<file path="config.mk">
export PLATFORM = sky130hd
export DESIGN_NAME = ordered_list_append_delete_at_flat
export DESIGN_NICKNAME = d
export VERILOG_FILES = /design/src/rtl/core/olad_pkg.sv /design/src/rtl/core/olad_if.sv /design/src/rtl/core/olad_cell.sv /design/src/rtl/core/olad_chain.sv /design/src/rtl/core/ordered_list_append_delete_at.sv /design/src/flat_wrapper.sv
export VERILOG_INCLUDE_DIRS = /design/src /design/src/rtl/core
export SDC_FILE = /design/constraint.sdc
export NUM_CORES = 2
export LEC_CHECK = 0
export ABC_CLOCK_PERIOD_IN_PS = 22700
export BUFFER_PORTS_ARGS = -buffer_cell sky130_fd_sc_hd__buf_2
export CAP_MARGIN = 25
export CORE_MARGIN = 3
export CORE_UTILIZATION = 50
export DETAILED_ROUTE_END_ITERATION = 7
export PLACE_DENSITY = 0.66
export SETUP_SLACK_MARGIN = 0.15
export SYNTH_ARGS = -nofsm -noshare
export SYNTH_HDL_FRONTEND = slang
export SYNTH_HIERARCHICAL = 1
export SYNTH_SLANG_ARGS = --single-unit
</file>
<file path="constraint.sdc">
create_clock -name clk_i -period 22.7 [get_ports clk_i]
set_input_delay 0 -clock clk_i [delete_from_list [all_inputs] [get_ports clk_i]]
set_output_delay 0 -clock clk_i [all_outputs]
set_load 0.05 [all_outputs]
</file>
<file path="src/rtl/core/assert_macros.svh">
// assertion macros for the ordered list block
// sampled on clk_i, disabled while rst_ni is low; no other dependencies
`ifndef ASSERT_MACROS_SVH
`define ASSERT_MACROS_SVH

// property holds at every edge
`define OLAD_ASSERT(lbl, prop, msg) \
  lbl: assert property (@(posedge clk_i) disable iff (!rst_ni) (prop)) else $error(msg);

// consequent holds after the antecedent, by non-overlapping implication
`define OLAD_ASSERT_NEXT(lbl, ante, cons, msg) \
  lbl: assert property (@(posedge clk_i) disable iff (!rst_ni) (ante) |=> (cons)) \
    else $error(msg);

`endif

</file>
<file path="src/rtl/core/olad_pkg.sv">
// shared types and constants for the ordered list block
// used by the channel interfaces, the cells, the cell row and the top level
`timescale 1ns / 1ps

package olad_pkg;

  // list size and derived widths
  localparam int CAPACITY = 32;
  localparam int OCC_W    = $clog2(CAPACITY + 1);
  localparam int WORD_W   = 32;
  localparam int KIND_W   = 2;
  localparam int POS_W    = 7;
  localparam int STATUS_W = 3;
  localparam int FILL_W   = 6;
  localparam int CMP_W    = (POS_W > OCC_W) ? POS_W : OCC_W;

  // operation codes of an input item
  typedef enum logic [KIND_W-1:0] {
    KIND_APPEND = 2'd0,
    KIND_DELETE = 2'd1,
    KIND_LIST   = 2'd2
  } olad_kind_e;

  // result status codes
  typedef enum logic [STATUS_W-1:0] {
    STATUS_APPENDED = 3'd0,
    STATUS_DELETED  = 3'd1,
    STATUS_MISSING  = 3'd2,
    STATUS_EMPTY    = 3'd3,
    STATUS_FULL     = 3'd4,
    STATUS_LISTED   = 3'd5
  } olad_status_e;

  // what the cell row does this cycle
  typedef enum logic [1:0] {
    CH_HOLD   = 2'd0,
    CH_APPEND = 2'd1,
    CH_DELETE = 2'd2,
    CH_ROTATE = 2'd3
  } olad_chain_op_e;

  // control broadcast to every cell
  typedef struct packed {
    olad_chain_op_e           op;
    logic [OCC_W-1:0]         occ;
    logic [OCC_W-1:0]         pos_idx;
    logic signed [WORD_W-1:0] value;
  } olad_chain_ctrl_t;

  // top level sequencer states
  typedef enum logic {
    ST_IDLE = 1'b0,
    ST_LIST = 1'b1
  } olad_state_e;

endpackage

</file>
<file path="src/rtl/core/olad_if.sv">
// valid/ready channel interfaces for operation items and result items
// depends on olad_pkg for field widths
`timescale 1ns / 1ps

interface olad_in_if
  import olad_pkg::*;
();
  logic                     valid;
  logic                     ready;
  logic [KIND_W-1:0]        kind;
  logic signed [WORD_W-1:0] value;
  logic [POS_W-1:0]         position;

  modport source (output valid, kind, value, position, input ready);
  modport sink   (input valid, kind, value, position, output ready);
endinterface

interface olad_out_if
  import olad_pkg::*;
();
  logic                     valid;
  logic                     ready;
  logic [STATUS_W-1:0]      status;
  logic signed [WORD_W-1:0] entry;
  logic                     last;
  logic [FILL_W-1:0]        fill;

  modport source (output valid, status, entry, last, fill, input ready);
  modport sink   (input valid, status, entry, last, fill, output ready);
endinterface

</file>
<file path="src/rtl/core/olad_cell.sv">
// one list slot: holds a word and decodes the row command for its position
// depends on olad_pkg for the control struct and widths
`timescale 1ns / 1ps

module olad_cell
  import olad_pkg::*;
(
  input  logic                     clk_i,
  input  olad_chain_ctrl_t         ctrl_i,
  input  logic [OCC_W-1:0]         idx_i,
  input  logic signed [WORD_W-1:0] next_i,
  input  logic signed [WORD_W-1:0] head_i,
  output logic signed [WORD_W-1:0] data_o
);

  logic signed [WORD_W-1:0] data_q, data_d;
  logic [OCC_W-1:0]         idx_inc;

  assign idx_inc = idx_i + OCC_W'(1);

  // pick load, shift from neighbor, wrap from head, or hold
  always_comb begin
    data_d = data_q;
    unique case (ctrl_i.op)
      CH_APPEND: begin
        if (idx_i == ctrl_i.occ) data_d = ctrl_i.value;
      end
      CH_DELETE: begin
        if (idx_i >= ctrl_i.pos_idx && idx_inc < ctrl_i.occ) data_d = next_i;
      end
      CH_ROTATE: begin
        if (idx_inc < ctrl_i.occ) begin
          data_d = next_i;
        end else if (idx_inc == ctrl_i.occ) begin
          data_d = head_i;
        end
      end
      default: data_d = data_q;
    endcase
  end

  // slot storage, payload only
  always_ff @(posedge clk_i) begin
    data_q <= data_d;
  end

  assign data_o = data_q;

endmodule

</file>
<file path="src/rtl/core/olad_chain.sv">
// row of list cells, each fed by its upper neighbor and by the head cell
// depends on olad_pkg and olad_cell
`timescale 1ns / 1ps

module olad_chain
  import olad_pkg::*;
(
  input  logic                     clk_i,
  input  olad_chain_ctrl_t         ctrl_i,
  output logic signed [WORD_W-1:0] head_o
);

  logic signed [WORD_W-1:0] cell_data [CAPACITY];

  // cell g takes from cell g+1; the top cell sees its own word
  for (genvar g = 0; g < CAPACITY; g++) begin : g_cell
    logic signed [WORD_W-1:0] next_w;

    if (g == CAPACITY - 1) begin : g_top
      assign next_w = cell_data[g];
    end else begin : g_mid
      assign next_w = cell_data[g+1];
    end

    olad_cell u_cell (
      .clk_i  (clk_i),
      .ctrl_i (ctrl_i),
      .idx_i  (OCC_W'(g)),
      .next_i (next_w),
      .head_i (cell_data[0]),
      .data_o (cell_data[g])
    );
  end

  assign head_o = cell_data[0];

endmodule

</file>
<file path="src/rtl/core/ordered_list_append_delete_at.sv">
// top level of the ordered list: sequencer, occupancy, result register
// depends on olad_pkg, olad_if, olad_chain and assert_macros.svh
//
//   channel  dir  fields                          handshake
//   in_i     in   kind, value, position           valid/ready
//   out_o    out  status, entry, last, fill       valid/ready
//
// append and delete give one result each and change the cell row only on success.
// list emits one entry per cycle from the head cell while the row rotates
// inside its held region, unless the result stalls; an empty list gives a
// single empty result.
// reset clears occupancy and control; the slot words are undefined until written.
// a stalled result holds the row and the sequencer; a new item is taken only in
// idle and once the result register is free or being drained.
`timescale 1ns / 1ps
`include "assert_macros.svh"

module ordered_list_append_delete_at
  import olad_pkg::*;
(
  input  logic       clk_i,
  input  logic       rst_ni,
  olad_in_if.sink    in_i,
  olad_out_if.source out_o
);

  olad_state_e              state_q, state_d;
  logic [OCC_W-1:0]         occ_q, occ_d;
  logic [OCC_W-1:0]         cnt_q, cnt_d;
  logic                     out_valid_q, out_valid_d;
  olad_status_e             out_status_q, out_status_d;
  logic signed [WORD_W-1:0] out_entry_q, out_entry_d;
  logic                     out_last_q, out_last_d;
  logic [FILL_W-1:0]        out_fill_q, out_fill_d;

  olad_chain_ctrl_t         ctrl;
  logic signed [WORD_W-1:0] head;
  logic                     out_free;
  logic                     accept;
  logic [CMP_W-1:0]         pos_ext, occ_ext;
  logic                     list_last;
  logic                     append_room;

  assign out_free    = !out_valid_q || out_o.ready;
  assign in_i.ready  = (state_q == ST_IDLE) && out_free;
  assign accept      = in_i.valid && in_i.ready;
  assign pos_ext     = CMP_W'(in_i.position);
  assign occ_ext     = CMP_W'(occ_q);
  assign list_last   = (cnt_q + OCC_W'(1)) == occ_q;

  // cell row
  olad_chain u_chain (
    .clk_i  (clk_i),
    .ctrl_i (ctrl),
    .head_o (head)
  );

  // sequencer, occupancy and result selection
  always_comb begin
    state_d      = state_q;
    occ_d        = occ_q;
    cnt_d        = cnt_q;
    out_valid_d  = out_valid_q && !out_o.ready;
    out_status_d = out_status_q;
    out_entry_d  = out_entry_q;
    out_last_d   = out_last_q;
    out_fill_d   = out_fill_q;
    ctrl.op      = CH_HOLD;
    ctrl.occ     = occ_q;
    ctrl.pos_idx = OCC_W'(in_i.position - POS_W'(1));
    ctrl.value   = in_i.value;

    unique case (state_q)
      ST_IDLE: begin
        if (accept) begin
          out_entry_d = '0;
          out_last_d  = 1'b1;
          out_fill_d  = FILL_W'(occ_q);
          case (olad_kind_e'(in_i.kind))
            KIND_APPEND: begin
              out_valid_d = 1'b1;
              if (occ_q == OCC_W'(CAPACITY)) begin
                out_status_d = STATUS_FULL;
              end else begin
                ctrl.op      = CH_APPEND;
                occ_d        = occ_q + OCC_W'(1);
                out_status_d = STATUS_APPENDED;
                out_fill_d   = FILL_W'(occ_q + OCC_W'(1));
              end
            end
            KIND_DELETE: begin
              out_valid_d = 1'b1;
              if (occ_q == '0) begin
                out_status_d = STATUS_EMPTY;
              end else if (in_i.position == '0 || pos_ext > occ_ext) begin
                out_status_d = STATUS_MISSING;
              end else begin
                ctrl.op      = CH_DELETE;
                occ_d        = occ_q - OCC_W'(1);
                out_status_d = STATUS_DELETED;
                out_fill_d   = FILL_W'(occ_q - OCC_W'(1));
              end
            end
            KIND_LIST: begin
              if (occ_q == '0) begin
                out_valid_d  = 1'b1;
                out_status_d = STATUS_EMPTY;
              end else begin
                state_d = ST_LIST;
                cnt_d   = '0;
              end
            end
            default: begin
              // unused kind: no result; the list and occupancy stay as they are
            end
          endcase
        end
      end
      ST_LIST: begin
        if (out_free) begin
          ctrl.op      = CH_ROTATE;
          out_valid_d  = 1'b1;
          out_status_d = STATUS_LISTED;
          out_entry_d  = head;
          out_last_d   = list_last;
          out_fill_d   = FILL_W'(occ_q);
          cnt_d        = cnt_q + OCC_W'(1);
          if (list_last) state_d = ST_IDLE;
        end
      end
      default: state_d = ST_IDLE;
    endcase
  end

  // control registers
  always_ff @(posedge clk_i or negedge rst_ni) begin
    if (!rst_ni) begin
      state_q     <= ST_IDLE;
      occ_q       <= '0;
      cnt_q       <= '0;
      out_valid_q <= 1'b0;
    end else begin
      state_q     <= state_d;
      occ_q       <= occ_d;
      cnt_q       <= cnt_d;
      out_valid_q <= out_valid_d;
    end
  end

  // result payload
  always_ff @(posedge clk_i) begin
    out_status_q <= out_status_d;
    out_entry_q  <= out_entry_d;
    out_last_q   <= out_last_d;
    out_fill_q   <= out_fill_d;
  end

  assign out_o.valid  = out_valid_q;
  assign out_o.status = out_status_q;
  assign out_o.entry  = out_entry_q;
  assign out_o.last   = out_last_q;
  assign out_o.fill   = out_fill_q;

  // append accepted with room left
  assign append_room = accept && (in_i.kind == KIND_APPEND) && (occ_q != OCC_W'(CAPACITY));

  // checks
  `OLAD_ASSERT(a_occ_bound, occ_q <= OCC_W'(CAPACITY), "occupancy above capacity")
  `OLAD_ASSERT(a_cnt_in_range, (state_q != ST_LIST) || (cnt_q < occ_q), "list index past fill")
  `OLAD_ASSERT_NEXT(a_append_grows, append_room, occ_q == $past(occ_q) + OCC_W'(1), "append lost")

endmodule
</file>
<file path="src/flat_wrapper.sv">
// flat-port wrapper written by rule: the top's interface ports become plain ports
module ordered_list_append_delete_at_flat import olad_pkg::*;
  (clk_i, rst_ni, in_i_valid, in_i_kind, in_i_value, in_i_position, in_i_ready, out_o_valid, out_o_status, out_o_entry, out_o_last, out_o_fill, out_o_ready);
  olad_in_if in_i_i ();
  olad_out_if out_o_i ();
  input  logic clk_i;
  input  logic rst_ni;
  input wire logic [$bits(in_i_i.valid)-1:0] in_i_valid;
  input wire logic [$bits(in_i_i.kind)-1:0] in_i_kind;
  input wire logic [$bits(in_i_i.value)-1:0] in_i_value;
  input wire logic [$bits(in_i_i.position)-1:0] in_i_position;
  output wire logic [$bits(in_i_i.ready)-1:0] in_i_ready;
  output wire logic [$bits(out_o_i.valid)-1:0] out_o_valid;
  output wire logic [$bits(out_o_i.status)-1:0] out_o_status;
  output wire logic [$bits(out_o_i.entry)-1:0] out_o_entry;
  output wire logic [$bits(out_o_i.last)-1:0] out_o_last;
  output wire logic [$bits(out_o_i.fill)-1:0] out_o_fill;
  input wire logic [$bits(out_o_i.ready)-1:0] out_o_ready;
  assign in_i_i.valid = in_i_valid;
  assign in_i_i.kind = in_i_kind;
  assign in_i_i.value = in_i_value;
  assign in_i_i.position = in_i_position;
  assign in_i_ready = in_i_i.ready;
  assign out_o_valid = out_o_i.valid;
  assign out_o_status = out_o_i.status;
  assign out_o_entry = out_o_i.entry;
  assign out_o_last = out_o_i.last;
  assign out_o_fill = out_o_i.fill;
  assign out_o_i.ready = out_o_ready;
  ordered_list_append_delete_at u_core (.clk_i(clk_i), .rst_ni(rst_ni), .in_i(in_i_i), .out_o(out_o_i));
endmodule
</file>
# == Yosys cells after proc, flatten, opt, wreduce, memory -nomap -nowiden ==
# Cells that the tools add are included.
# classes
add_sub_neg,4
order_cmp,64
eq_ne,141
muxes,202
bitwise,1
n_reduce_logical,80
# ops
operator,n
2-to-1 mux 32 bit,128
one-hot mux 32 bit (3 select lines),31
AND reduction 4 bit,34
inequality test 2 x 1 -> 1 bit (second input constant),66
one-hot mux 32 bit (2 select lines),2
equality test 5 x 6 -> 1 bit (first input constant),16
less-than comparator 5 x 6 -> 1 bit (first input constant),16
greater-or-equal comparator 5 x 6 -> 1 bit (first input constant),15
inequality test 3 x 1 -> 1 bit (second input constant),30
2-to-1 mux 6 bit,9
equality test 4 x 6 -> 1 bit (first input constant),8
greater-or-equal comparator 4 x 6 -> 1 bit (first input constant),8
less-than comparator 4 x 6 -> 1 bit (first input constant),8
one-hot mux 6 bit (2 select lines),3
logical AND 1 bit,34
equality test 3 x 6 -> 1 bit (first input constant),4
greater-or-equal comparator 3 x 6 -> 1 bit (first input constant),4
less-than comparator 3 x 6 -> 1 bit (first input constant),4
2-to-1 mux 3 bit,5
adder 6 x 1 -> 6 bit (second input constant),2
equality test 2 x 6 -> 1 bit (first input constant),2
greater-or-equal comparator 1 x 6 -> 1 bit (first input constant),2
greater-or-equal comparator 2 x 6 -> 1 bit (first input constant),2
less-than comparator 2 x 6 -> 1 bit (first input constant),2
29 further kinds,57
# totals
register_bits,1080
inputBits,45
out_inout_bits,44

# == Logic depth before layout (Yosys ltp) ==
# logic_depth
depth_word,10
depth_mapped,13
ltp_nobuf,11

# == Cells and area by module ==
# Netlist, hierarchy kept.
# by_module_without_submodules
module,n_inst,cells_each,area_per_inst_um2,seq_area_each_um2
olad_cell,32,237,2062.0,960.9
ordered_list_append_delete_at,1,284,3131.8,1611.5
olad_chain,1,2,7.5,0.0

# == Worst setup path before layout ==
# OpenSTA, ideal clock, no wires.
# synth_path
kind,register to register
start,register u_core.occ_q[1]
end,"register u_core.u_chain.g_cell[0].u_cell.data_q[0], enable pin"
setup_time_ps,461
t_arrival_ps,15609
slack_ps,6630
stages_incl_launch_ff,9
period_less_slack_ps,16070
cell_sequence,dfrtp_1 -> inv_1 -> ha_1 -> nor4b_4 -> nand2_1 -> nand2_1 -> o21ai_0 -> a41oi_1 -> o21ai_0
# synth_lines
item,line_no,source
from (decl),ordered_list_append_delete_at.sv:28,"logic [OCC_W-1:0] occ_q, occ_d;"
from (signal assigned),ordered_list_append_delete_at.sv:139,occ_q <= '0;
from (signal assigned),ordered_list_append_delete_at.sv:144,occ_q <= occ_d;
to (signal assigned),olad_cell.sv:44,data_q <= data_d;
to (decl),olad_cell.sv:16,"logic signed [WORD_W-1:0] data_q, data_d;"

==> impl_results.md <==
* Outcome: completed
* Portion of the clock cycle consumed by the worst path in the final layout at between 30% and 40%
* Final-stage net count at between 9000 and 10000
* Power density normalized to cell area at approximately 90 nW/µm²
* Top-area cell type share of the netlist area at 46.3%
* Count of clock tree sinks at about 1100
* Post-detailed-route wirelength per cell at 15.9 µm
* # Post-CTS Setup Buffers at 0
* Share of async-settable or async-resettable flops after synthesis at under 10%
* Antenna Violating Nets Remaining at 0
* Post-cts hold buffer count at 43
* Placed wire-length estimate at ~110000 µm
* Total count of max-transition violations in the final report at 0
* Fmax at roughly 140 MHz
* Layout cell share with drive strength beyond 1 at between 5 and 6%
* Area share of fa/ha/maj cells after synthesis at between 7 and 8%
* Number of clock buffers inserted by TritonCTS at roughly 120
* Most frequent cells in the layout: sky130_fd_sc_hd__nand2_1 (2132), sky130_fd_sc_hd__nor2_1 (1068), sky130_fd_sc_hd__edfxtp_1 (1066)
* Iter 0 DRT Violations at about 4600
* Final std cell area, no fill at approximately 80000 µm²
* Non-Filler Instances at about 10000
* DRC violation count after routing at 0
* Number of maximum-capacitance violations at 0
* Largest fanout on the critical path at between 200 and 250
* DIE HEIGHT at 378 µm
* FF+latch area at about 32000 µm²
* Area Growth Syn to Fin at 13.3%
* First-pass iteration count of the detailed router at 6
* Synthesized cell area at 69100 µm²
* Number of enable-type register cells in the synthesized netlist at approximately 1100
* Placer Congestion at around 0.80
* Via Count at between 50000 and 60000
* Fin crit period at ~7.0 ns
* Clk_skew at about 0.027 ns
* Complex-gate fraction of the synthesized area at between 10% and 20%
* Initial antenna violation count at 0
* Clock tree from TritonCTS: done
* Number of inserted filler cells in the final layout at ~12000
* Number of global-route vias before repair at approximately 55000
* Global router's overall resource usage at around 23%
* Simple-gate portion of the synthesized area at a little over a fifth
* Flip-flop cell with the highest count after synthesis: sky130_fd_sc_hd__edfxtp_1
* P_leak at approximately 33 nW
* Seq/Total Area, Yosys at a little under half
* Average instance area after synthesis at between 8 and 9 µm²
* #FFs+latches synth at roughly 1100
* Worst Setup End Kind: flip-flop
* Number of standard-cell rows in the floorplan at between 100 and 150
* Critical Path AT at 7.61 ns
* Worst Hold Slack at just over 0.09 ns
* Level count of the clock H-tree at 3
* Final sum of negative setup slack at 0 ns
* Post-cts repair resize count at 0
* Initial cell density of the core at between 50% and 60%
* Root buf cell: sky130_fd_sc_hd__clkbuf_16
* Clock edge transition at the registers on the reported setup and hold paths at 0.06 ns
* Count of final hold-check violations at 0
* Worst slew pin tran at 1.08 ns
* Final setup violation count at 0
* Hold Path Class: primary input to flip-flop
* Number of instances in the synthesized netlist at 7870
* Share of the synthesized netlist area taken by xor and xnor gates at between 3 and 4%
* Max rail drop VDD at 93.0 µV
* Count of yosys warnings during synthesis at 6
* Max Root-Sink Buffers at 3
* I/O Pins at 89
* I/O Buffers at a little under 90
* RSZ-0062 raised after global routing: no
* Critical setup path kind: flip-flop to flip-flop
* Multiplexer share of the synthesized area at less than 1%
* Pin count of the biggest net entering global routing at between 200 and 300
* Die ar. at roughly 140000 µm²
* Commonest non-fill, non-tap cell in the layout: sky130_fd_sc_hd__nand2_1
* Netlist cell types at 61
* Area post-placement at ~74000 µm²
* Global-route wire length before repair at approximately 270000 µm
* Remaining global-route overflow at 0
* Worst slew margin relative to its limit at roughly 28%
* Most area-consuming cells after synthesis: sky130_fd_sc_hd__edfxtp_1 (46%), sky130_fd_sc_hd__nand2_1 (12%), sky130_fd_sc_hd__a31oi_1 (9.3%)
* Startpoint Class: flip-flop
* Yosys top cell by area: sky130_fd_sc_hd__edfxtp_1
* Mean number of vias per cell at between 5 and 6
* Total wirelength of the detailed-routed design at ~170000 µm
* Combinational family with the most area after synthesis: simple AND/OR/NAND/NOR gates
* Footprint of the multi-input gates at about 36000 µm²
* Floorplan die width at 378 µm
* Number of instances in the placed design at just over 10000
* Later-pin clock latency in the skew report at about 0.73 ns
* Worst endpoint required time at approximately 23 ns
* Core area at 136000 µm²
-- final timing paths --
| path | from | to | slack, ns | cells past startpoint |
|---|---|---|---|---|
| worst max-delay path | u_core/occ_q[4]$_DFFE_PN0P_ | u_core/u_chain/g_cell[16].u_cell/data_o[12]$_DFFE_PP_ | 15.65 | 17 |
| worst min-delay path | in_i_position[5] | u_core/occ_q[2]$_DFFE_PN0P_ | 0.09 | 6 |
| worst max register to register | u_core/occ_q[4]$_DFFE_PN0P_ | u_core/u_chain/g_cell[16].u_cell/data_o[12]$_DFFE_PP_ | 15.65 | 17 |
| worst min register to register | u_core/cnt_q[5]$_DFFE_PN0P_ | u_core/cnt_q[5]$_DFFE_PN0P_ | 0.52 | 1 |
| max in group asynchronous | rst_ni | u_core/occ_q[2]$_DFFE_PN0P_ | 21.77 | 3 |
| min in group asynchronous | rst_ni | u_core/occ_q[5]$_DFFE_PN0P_ | 0.40 | 3 |
-- cells in the mapped netlist (all sizes together) (2+ instances only) --
master and n:
o31ai 3, conb 2, and4 34, nand3b 2
xnor2 75, nand2b 33, mux2i 2, o22ai 34
a311oi 2, and3 6, o211ai 3, a21oi 170
nand4 2, buf 230, o41ai 33, nand2 2134
nor3 40, clkbuf 231, and2 34, a211oi 3
nand3 211, inv 398, nor2 1100, nor4 32
xor2 230, a31oi 1027, o221a 2, a41oi 32
or2 32, o221ai 2, o211a 65, ha 431
edfxtp 1066, nor2b 65, dfrtp 14, o21ai 80
-- flip-flops by register name, summed over array words and instances, names as in the netlist --
signal / flops
u_core/state_q: 1
u_core/out_o.entry: 32
u_core/out_o.status: 3
u_core/out_o.valid: 1
u_core/cnt_q: 6
u_core/out_o.last: 1
u_core/u_chain/g_cell.u_cell/data_o: 1024
u_core/out_o.fill: 6
u_core/occ_q: 6
-- logic make-up (layout without fill, tap and decap cells) --
logic type               Yosys count  after routing
flip-flops                      1080           1080
XOR/XNOR                         305            305
adder cells (fa/ha/maj)          431            431
AND/OR/NAND/NOR                 3729           3729
buffers and inverters            859            905
multiplexers                       2              2
other                              2            801
AO/OA/AOI/OAI                   1462           1462
-- routing by layer --
layer | wire, µm | global-route usage (%) | up-vias
met5 | 0 | 0 | -
met2 | 83500 | 41.9 | 1359
li1 | - | - | 28300
met4 | 3220 | 5.71 | 0
met3 | 7790 | 2.77 | 238
met1 | 72000 | 28.9 | 27400
-- metrics by stage --
| stage | setup WS [ns] | total power [mW] | util (%) |
|---|---|---|---|
| after detailed placement | 14.99 | 5.21 | 54.1 |
| after floorplan | 6.63 | 4.77 | - |
| after global routing | 14.94 | 7.48 | 57.4 |
| after CTS | 14.95 | 7.02 | 57.0 |
| final | 15.65 | 7.03 | 57.4 |
| after global placement | 15.17 | 5.09 | 53.9 |
-- cell type report --
type	count	share of cell area, %
Antenna cell	1	0.00320
Clock buffer	139	3.82
Clock inverter	76	0.721
Inverter	398	1.91
Multi-Input combinational cell	6729	45.9
Sequential cell	1080	41.4
Tap cell	1781	2.85
Timing Repair Buffer	292	3.40
-- critical path: stages, from the launching register on --
cell and delay [ns]:
sky130_fd_sc_hd__dfrtp_4 0.81, sky130_fd_sc_hd__inv_1 0.16, sky130_fd_sc_hd__ha_1 0.33, sky130_fd_sc_hd__nand4b_1 0.19, sky130_fd_sc_hd__a21oi_1 0.10, sky130_fd_sc_hd__o22ai_4 0.28, sky130_fd_sc_hd__nand3_4 0.16, sky130_fd_sc_hd__o21ai_4 0.16
sky130_fd_sc_hd__buf_4 0.65, sky130_fd_sc_hd__buf_12 0.64, sky130_fd_sc_hd__buf_12 0.65, sky130_fd_sc_hd__buf_4 0.86, sky130_fd_sc_hd__buf_4 0.28, sky130_fd_sc_hd__buf_16 0.32, sky130_fd_sc_hd__buf_4 0.41, sky130_fd_sc_hd__buf_16 0.34
sky130_fd_sc_hd__nor2_1 0.09, sky130_fd_sc_hd__a31oi_1 0.18
-- power by group --
group	switching [mW]	total, mW	internal (mW)
logic	1.71	2.50	0.795
clock network	0.797	1.79	0.994
registers	0.0718	2.74	2.67
(Power assumes the default switching activity.)
